## src/design/esds_pkg.sv

```systemverilog
// Shared types, codes and constants for the elementary stream descriptor parser.
package esds_pkg;

    // Default width of the descriptor length and byte counters.
    localparam int LENGTH_BITS_DEF = 32;

    // Parse phases.
    localparam int PHASE_W = 3;
    typedef logic [PHASE_W-1:0] t_phase;
    localparam t_phase PH_TAG     = 3'd0;
    localparam t_phase PH_LEN     = 3'd1;
    localparam t_phase PH_SKIP    = 3'd2;
    localparam t_phase PH_PAYLOAD = 3'd3;
    localparam t_phase PH_DONE    = 3'd4;

    // Descriptor tags with special handling.
    localparam logic [7:0] TAG_ES_DESCR     = 8'd3;
    localparam logic [7:0] TAG_DEC_CFG      = 8'd4;
    localparam logic [7:0] TAG_DEC_SPECIFIC = 8'd5;

    // Fixed skip counts after the ES and decoder config headers.
    localparam int SKIP_ES_DESCR = 3;
    localparam int SKIP_DEC_CFG  = 13;

    // Length coding: seven data bits, bit seven flags another group.
    localparam logic [6:0] LEN_DATA_MASK = 7'h7f;
    localparam int         LEN_MORE_BIT  = 7;

    // Result status codes.
    typedef logic [1:0] t_status;
    localparam t_status ST_OK        = 2'd0;
    localparam t_status ST_NOT_FOUND = 2'd1;
    localparam t_status ST_TRUNCATED = 2'd2;

    typedef struct packed {
        logic [7:0] in_byte;
        logic       in_end;
    } t_in;

    typedef struct packed {
        logic [7:0] out_byte;
        logic       out_has_byte;
        logic       out_last;
        t_status    out_status;
    } t_out;

endpackage

```

## src/design/esds_decoder_config_extractor_core.sv

```systemverilog
// Top level of the elementary stream descriptor decoder configuration extractor.
//
// This block takes an MPEG-4 elementary stream descriptor one byte per request,
// with in_end set on the final byte of the blob, and returns the payload of the
// decoder specific configuration (tag 5) one byte per result. It accepts one
// byte every clock cycle unless a result is held up at a full result register;
// a byte passes from the input register through the step logic to the result
// register, from which its result is presented, and a byte whose result has no
// place to go waits in the input register. The header walk, skip counting and
// payload counting are all done in the single stage between those registers,
// so the throughput is set by that one stage and by how fast the consumer takes
// results. Bytes that produce no result (headers, skipped bytes, anything after
// the payload) flow through without using the result register. Every blob ends
// with exactly one result marked out_last: the final payload byte (marked
// truncated when the blob ends early on a payload byte), an empty result for a
// zero-length configuration, or an empty result whose out_status says not found
// or truncated.
module esds_decoder_config_extractor_core #(
    parameter int LENGTH_BITS = esds_pkg::LENGTH_BITS_DEF
) (
    input  logic           i_clk,
    input  logic           i_rst_n,
    input  logic           i_in_valid,
    output logic           o_in_ready,
    input  esds_pkg::t_in  i_in,
    output logic           o_out_valid,
    input  logic           i_out_ready,
    output esds_pkg::t_out o_out
);
    import esds_pkg::*;

    // Input register stage.
    logic r_in_valid;
    t_in  r_in;

    // Parser state.
    t_phase                 r_phase;
    logic [7:0]             r_tag;
    logic [LENGTH_BITS-1:0] r_accum;
    logic [LENGTH_BITS-1:0] r_remain;

    // Result register.
    logic r_out_valid;
    t_out r_out;

    // Next-state values from the step logic.
    t_phase                 n_phase;
    logic [7:0]             n_tag;
    logic [LENGTH_BITS-1:0] n_accum;
    logic [LENGTH_BITS-1:0] n_remain;
    logic                   n_has_res;
    t_out                   n_res;

    logic adv;
    logic out_free;

    esds_step #(
        .LEN_BITS (LENGTH_BITS)
    ) u_step (
        .i_in      (r_in),
        .i_phase   (r_phase),
        .i_tag     (r_tag),
        .i_accum   (r_accum),
        .i_remain  (r_remain),
        .o_phase   (n_phase),
        .o_tag     (n_tag),
        .o_accum   (n_accum),
        .o_remain  (n_remain),
        .o_has_res (n_has_res),
        .o_res     (n_res)
    );

    // The result register can take a new result when it is empty or being drained.
    assign out_free = !r_out_valid || i_out_ready;

    // The buffered byte is processed when its result, if any, has a place to go.
    assign adv = r_in_valid && (!n_has_res || out_free);

    // A new request enters whenever the input register is empty or moving on.
    assign o_in_ready  = !r_in_valid || adv;
    assign o_out_valid = r_out_valid;
    assign o_out       = r_out;

    always_ff @(posedge i_clk) begin
        if (!i_rst_n) begin
            r_in_valid <= 1'b0;
        end else if (o_in_ready) begin
            r_in_valid <= i_in_valid;
        end
        if (o_in_ready && i_in_valid) begin
            r_in <= i_in;
        end
    end

    always_ff @(posedge i_clk) begin
        if (!i_rst_n) begin
            r_phase  <= PH_TAG;
            r_tag    <= '0;
            r_accum  <= '0;
            r_remain <= '0;
        end else if (adv) begin
            r_phase  <= n_phase;
            r_tag    <= n_tag;
            r_accum  <= n_accum;
            r_remain <= n_remain;
        end
    end

    always_ff @(posedge i_clk) begin
        if (!i_rst_n) begin
            r_out_valid <= 1'b0;
        end else if (adv && n_has_res) begin
            r_out_valid <= 1'b1;
        end else if (i_out_ready) begin
            r_out_valid <= 1'b0;
        end
        if (adv && n_has_res) begin
            r_out <= n_res;
        end
    end

    // A buffered byte that cannot move on stays in the input register.
    a_in_hold: assert property (@(posedge i_clk) disable iff (!i_rst_n)
        (r_in_valid && !adv) |=> r_in_valid)
        else $error("buffered byte lost while stalled");

    // The final byte of a blob always returns the parser to its reset state.
    a_end_resets: assert property (@(posedge i_clk) disable iff (!i_rst_n)
        (adv && r_in.in_end) |=> (r_phase == PH_TAG && r_accum == '0))
        else $error("parser not reset after final byte");

    // Only the closing result of a blob may be empty.
    a_empty_is_last: assert property (@(posedge i_clk) disable iff (!i_rst_n)
        (r_out_valid && !r_out.out_has_byte) |-> (r_out.out_last && r_out.out_byte == 8'd0))
        else $error("empty result not marked last");

    // An error status only appears on the closing result.
    a_status_last: assert property (@(posedge i_clk) disable iff (!i_rst_n)
        (r_out_valid && r_out.out_status != ST_OK) |-> r_out.out_last)
        else $error("error status on a result that is not last");

    // A result is never produced while the result register holds an untaken one.
    a_no_overwrite: assert property (@(posedge i_clk) disable iff (!i_rst_n)
        (r_out_valid && !i_out_ready) |-> !(adv && n_has_res))
        else $error("result register overwritten");

endmodule

```

## src/design/esds_step.sv

```systemverilog
// Next-state and result logic for one descriptor byte.
module esds_step #(
    parameter int LEN_BITS = esds_pkg::LENGTH_BITS_DEF
) (
    input  esds_pkg::t_in    i_in,
    input  esds_pkg::t_phase i_phase,
    input  logic [7:0]       i_tag,
    input  logic [LEN_BITS-1:0] i_accum,
    input  logic [LEN_BITS-1:0] i_remain,
    output esds_pkg::t_phase o_phase,
    output logic [7:0]       o_tag,
    output logic [LEN_BITS-1:0] o_accum,
    output logic [LEN_BITS-1:0] o_remain,
    output logic             o_has_res,
    output esds_pkg::t_out   o_res
);
    import esds_pkg::*;

    logic [LEN_BITS-1:0] len_new;
    logic [LEN_BITS-1:0] remain_dec;
    logic [LEN_BITS-1:0] skip_n;

    assign len_new    = LEN_BITS'({i_accum, i_in.in_byte[6:0] & LEN_DATA_MASK});
    assign remain_dec = i_remain - LEN_BITS'(1);

    always_comb begin
        priority if (i_tag == TAG_ES_DESCR) begin
            skip_n = LEN_BITS'(SKIP_ES_DESCR);
        end else if (i_tag == TAG_DEC_CFG) begin
            skip_n = LEN_BITS'(SKIP_DEC_CFG);
        end else begin
            skip_n = len_new;
        end
    end

    always_comb begin
        o_phase   = i_phase;
        o_tag     = i_tag;
        o_accum   = i_accum;
        o_remain  = i_remain;
        o_has_res = 1'b0;
        o_res     = '0;

        unique case (i_phase)
            PH_TAG: begin
                o_tag   = i_in.in_byte;
                o_accum = '0;
                o_phase = PH_LEN;
            end
            PH_LEN: begin
                o_accum = len_new;
                if (!i_in.in_byte[LEN_MORE_BIT]) begin
                    if (i_tag == TAG_DEC_SPECIFIC) begin
                        if (len_new == '0) begin
                            // Empty configuration: one empty result closes the blob.
                            o_has_res      = 1'b1;
                            o_res.out_last = 1'b1;
                            o_phase        = PH_DONE;
                        end else begin
                            o_remain = len_new;
                            o_phase  = PH_PAYLOAD;
                        end
                    end else if (skip_n == '0) begin
                        o_phase = PH_TAG;
                    end else begin
                        o_remain = skip_n;
                        o_phase  = PH_SKIP;
                    end
                end
            end
            PH_SKIP: begin
                o_remain = remain_dec;
                if (remain_dec == '0) begin
                    o_phase = PH_TAG;
                end
            end
            PH_PAYLOAD: begin
                o_remain           = remain_dec;
                o_has_res          = 1'b1;
                o_res.out_byte     = i_in.in_byte;
                o_res.out_has_byte = 1'b1;
                o_res.out_last     = (remain_dec == '0);
                if (remain_dec == '0) begin
                    o_phase = PH_DONE;
                end
            end
            default: begin
                o_phase = PH_DONE;
            end
        endcase

        // The final byte of a blob closes it and returns to the reset state.
        if (i_in.in_end) begin
            if (o_has_res) begin
                if (!o_res.out_last) begin
                    o_res.out_last   = 1'b1;
                    o_res.out_status = ST_TRUNCATED;
                end
            end else if (o_phase == PH_PAYLOAD) begin
                o_has_res        = 1'b1;
                o_res            = '0;
                o_res.out_last   = 1'b1;
                o_res.out_status = ST_TRUNCATED;
            end else if (o_phase != PH_DONE) begin
                o_has_res        = 1'b1;
                o_res            = '0;
                o_res.out_last   = 1'b1;
                o_res.out_status = ST_NOT_FOUND;
            end
            o_phase  = PH_TAG;
            o_tag    = '0;
            o_accum  = '0;
            o_remain = '0;
        end
    end

endmodule
```

## config.mk

```make
export PLATFORM = sky130hd
export DESIGN_NAME = esds_decoder_config_extractor_core
export DESIGN_NICKNAME = d
export VERILOG_FILES = /design/src/design/esds_pkg.sv /design/src/design/esds_decoder_config_extractor_core.sv /design/src/design/esds_step.sv
export SDC_FILE = /design/constraint.sdc
export NUM_CORES = 1
export LEC_CHECK = 0
export BUFFER_PORTS_ARGS = -buffer_cell sky130_fd_sc_hd__buf_2
export CAP_MARGIN = 20
export CELL_PAD_IN_SITES_DETAIL_PLACEMENT = 0
export CELL_PAD_IN_SITES_GLOBAL_PLACEMENT = 2
export CORE_MARGIN = 1.5
export CORE_UTILIZATION = 42
export CTS_BUF_LIST = sky130_fd_sc_hd__clkbuf_8
export DETAILED_ROUTE_END_ITERATION = 8
export GPL_ROUTABILITY_DRIVEN = 0
export PLACE_DENSITY = 0.86
export SYNTH_ARGS = -nofsm -noshare
export SYNTH_HDL_FRONTEND = slang
export SYNTH_SLANG_ARGS = --single-unit
export TNS_END_PERCENT = 100
```

## constraint.sdc

```tcl
create_clock -name i_clk -period 7.9 [get_ports i_clk]
set_input_delay 1.185 -clock i_clk [delete_from_list [all_inputs] [get_ports i_clk]]
set_output_delay 1.185 -clock i_clk [all_outputs]
set_load 0.02 [all_outputs]
```

==> results.toml <==
[status]
status = "finished, final reports clean"

[critical_path]
reg2regPathDepth = 5
worstPathRequired_ns = 6.71
reg2reg_from = "r_in[4]"
crit_buf_inv = 1
crit_slowest_cell = "or4_4"
crit_chain = "nor4_1 -> nand2_1 -> or4_4 -> o311a_1 -> nand2b_1 -> or2_2 -> buf_2"
endpoint_kind = "output pin"
max_stage_delay_ns = 0.58
r2r_setup_slack_ns = 4.73
crit_path_start_kind = "flip-flop"
critPathKind = "reg2out"
critical_path_peak_fanout = 6
crit_family = "simple AND/OR/NAND/NOR gates"
cp.arrival_ns = 2.95
rr_endpoint = "o_out[11]"

[sta]
fin_skew_ns = 0.008298
slew_headroom = 0.2642
finalHoldViolCount = 0
rsz0062_at_grt = "false"
tns_ns = 0
layout_min_cycle_time_ns = 4.137
drv_slew = 0
setup_violations = 0
fmax_ghz = 0.2417
worst_pin_slew_ns = 1.100
finalCritPeriodShare = 0.5236

[global_route]
grt_antenna_before_repair = 0
grt_pass1_wl_microns = 25100
track_usage = 0.2548
grt_pass1_vias = 4383
grt_overflow = 0
grt_start_max_net_pins = 65

[clocking]
hold_buffers = 0
clockRootBuffer = "clkbuf_8"
numClockSinks = 91
htree_levels = 3
cts_resized = 0
post_cts_buffers = 0
clk_latency_ns = 0.38
cts_tree = "done"
max-clock-path-buffers = 2
cts-buffers-inserted = 9
clkTransAtPathRegs_ns = 0.10

[logic_synthesis]
ys_seq_area_frac = 0.3994
synth_cell_types = 63
netlist_instances = 615
synthArstFlopShare = 0
synth_seq_cells = 91
synthFlopType = "dfxtp_1"
syn_area_per_cell_sq_um = 8.272
synth_edf_count = 21
syn-num-nets = 630
syn-cell-area_sq_um = 5087
ys_warn_count = 0

[cells_and_area]
area_growth_pct = 6.862
drive_gt1_frac = 0.1129
final_nets = 630
n_antenna_cell = 0
fin_util = 0.4564

[drt]
postRouteAntennaNets = 0
wl_microns = 15880
drt_first_iter_violations = 559
wire_per_inst_microns = 20.70
vias = 4824
drc_errors = 0
vias_per_cell = 6.289
dr.pass1.iters = 5

[pwr]
seqPwrFrac = 0.521
share_comb_of_total_power = 0.149
power_frac_clock = 0.330
vdd_drop_max_mv = 0.1071
power_switching_uw = 296.8
p_leak_uw = 0.001966
p_sw_frac = 0.3142
powerDensity_nw_per_um2 = 173.8
internal_power_uw = 648.0

[floorplanning]
core_area_sq_um = 11910
die_y_microns = 113.1
io_pins = 27
initial_utilization = 0.4271
die_w_microns = 113.1
rows = 40
die-area_sq_um = 12780

[placement]
buffer_ports.inserted = 26
dp_hpwl_microns = 11130

[min_path]
min_from = "r_remain[29]"
min_to = "r_remain[29]"
holdPathStages = 2
min-delay-path-class = "reg2reg"

[run]
maxCapViolations = 0
-- state kept, by name, summed over array words and instances, names as in the netlist --
name,cells
r_in,9
o_out_valid,1
o_out,12
r_phase,3
r_accum,25
r_in_valid,1
r_remain,32
r_tag,8
-- logic make-up (layout without fill, tap and decap cells) --
logic type      count (synthesis)  count (layout)  synth area share
fa+ha+maj                       2               2          0.004918
xor+xnor                       23              23           0.03960
buf+inv                        56              61           0.05288
flops                          91              91            0.3994
simple gates                  261             261            0.2850
compound gates                182             182            0.2181
-- stage by stage --
stage               total power, uW  instance area [sq um]  hold WS (ns)  std cells  worst slack [ns]
finish                        944.8                   5436        0.4837        767             3.763
floorplan                     601.5                   5087        0.4490        615             4.489
global route                  980.5                   5436        0.5087        767             3.626
global placement              640.5                   5234        0.4662        750             4.190
CTS                           944.6                   5416        0.4817        766             3.762
detailed placement            638.4                   5234        0.4677        750             4.186
-- per-layer routing --
layer | wire (microns) | vias up | global-route usage
met1 | 7699 | 2323 | 0.3910
met2 | 6783 | 184 | 0.3632
met3 | 1073 | 25 | 0.03589
met4 | 320 | 0 | 0.08917
li1 | - | 2292 | -
met5 | 0 | - | 0
-- power groups by stage --
stage               Combinational [uW]  Clock (uW)  Sequential, uW
floorplan                          100           0             501
CTS                                136         316             492
detailed placement                 135           0             503
finish                             141         312             493
global placement                   138           0             502
global route                       153         333             494
-- area by class of cell --
cell class | count | area, sq um
fillers | 1232 | 6475
multi-input cells | 468 | 2790
flip-flops and latches | 91 | 2032
repair buffers | 35 | 210.2
well taps | 147 | 183.9
clock buffers | 9 | 123.9
clock inverters | 7 | 58.81
inverters | 10 | 37.54
-- placed cells by master, fill, tap and decap left out, types with 4 or more instances in the layout --
| cell type | instances |
|---|---|
| a211oi_1 | 4 |
| a21boi_0 | 10 |
| a21oi_1 | 80 |
| a22oi_1 | 15 |
| a31oi_1 | 4 |
| and3_1 | 10 |
| buf_2 | 26 |
| buf_4 | 8 |
| clkbuf_8 | 9 |
| dfxtp_1 | 70 |
| edfxtp_1 | 21 |
| inv_1 | 9 |
| nand2_1 | 52 |
| nand2b_1 | 5 |
| nand3_1 | 42 |
| nand4_1 | 11 |
| nor2_1 | 29 |
| nor3_1 | 14 |
| nor3b_1 | 5 |
| nor4_1 | 22 |
| o21ai_0 | 38 |
| o31ai_1 | 4 |
| or2_2 | 4 |
| or3_1 | 34 |
| or4_1 | 8 |
| xor2_1 | 20 |
-- worst min-delay path, cell delays in order, from the launching register on --
cell and delay, ns:
dfxtp_1 0.34, nand2_1 0.06, a21oi_1 0.05
-- Yosys cell counts, drive strengths merged (3+ instances only) --
| library cell | count | area share |
|---|---|---|
| a211oi | 4 | 0.0059 |
| a21boi | 10 | 0.015 |
| a21oi | 80 | 0.079 |
| a22oi | 15 | 0.022 |
| a31oi | 4 | 0.0049 |
| and3 | 10 | 0.012 |
| buf | 17 | 0.024 |
| clkbuf | 29 | 0.022 |
| dfxtp | 70 | 0.28 |
| edfxtp | 21 | 0.12 |
| inv | 10 | 0.0074 |
| nand2 | 52 | 0.038 |
| nand2b | 5 | 0.0061 |
| nand3 | 42 | 0.041 |
| nand3b | 3 | 0.0044 |
| nand4 | 12 | 0.016 |
| nor2 | 29 | 0.021 |
| nor2b | 4 | 0.0049 |
| nor3 | 17 | 0.020 |
| nor3b | 5 | 0.0074 |
| nor4 | 24 | 0.034 |
| nor4b | 3 | 0.0052 |
| o21ai | 40 | 0.040 |
| o31a | 3 | 0.0052 |
| o31ai | 6 | 0.013 |
| or2 | 4 | 0.0049 |
| or3 | 34 | 0.042 |
| or4 | 10 | 0.016 |
| xnor2 | 3 | 0.0052 |
| xor2 | 20 | 0.034 |
-- worst max-delay path by stage --
stage                        from         end  slack, ns  cells after the start
after global placement    r_in[4]  o_in_ready       4.19                      7
after detailed placement  r_in[4]  o_in_ready       4.19                      7
after CTS                 r_in[4]  o_in_ready       3.76                      7
after floorplan           r_in[4]  o_in_ready       4.49                      6
after global routing      r_in[4]  o_in_ready       3.63                      7
final                     r_in[4]  o_in_ready       3.76                      7
(Power assumes the default switching activity.)
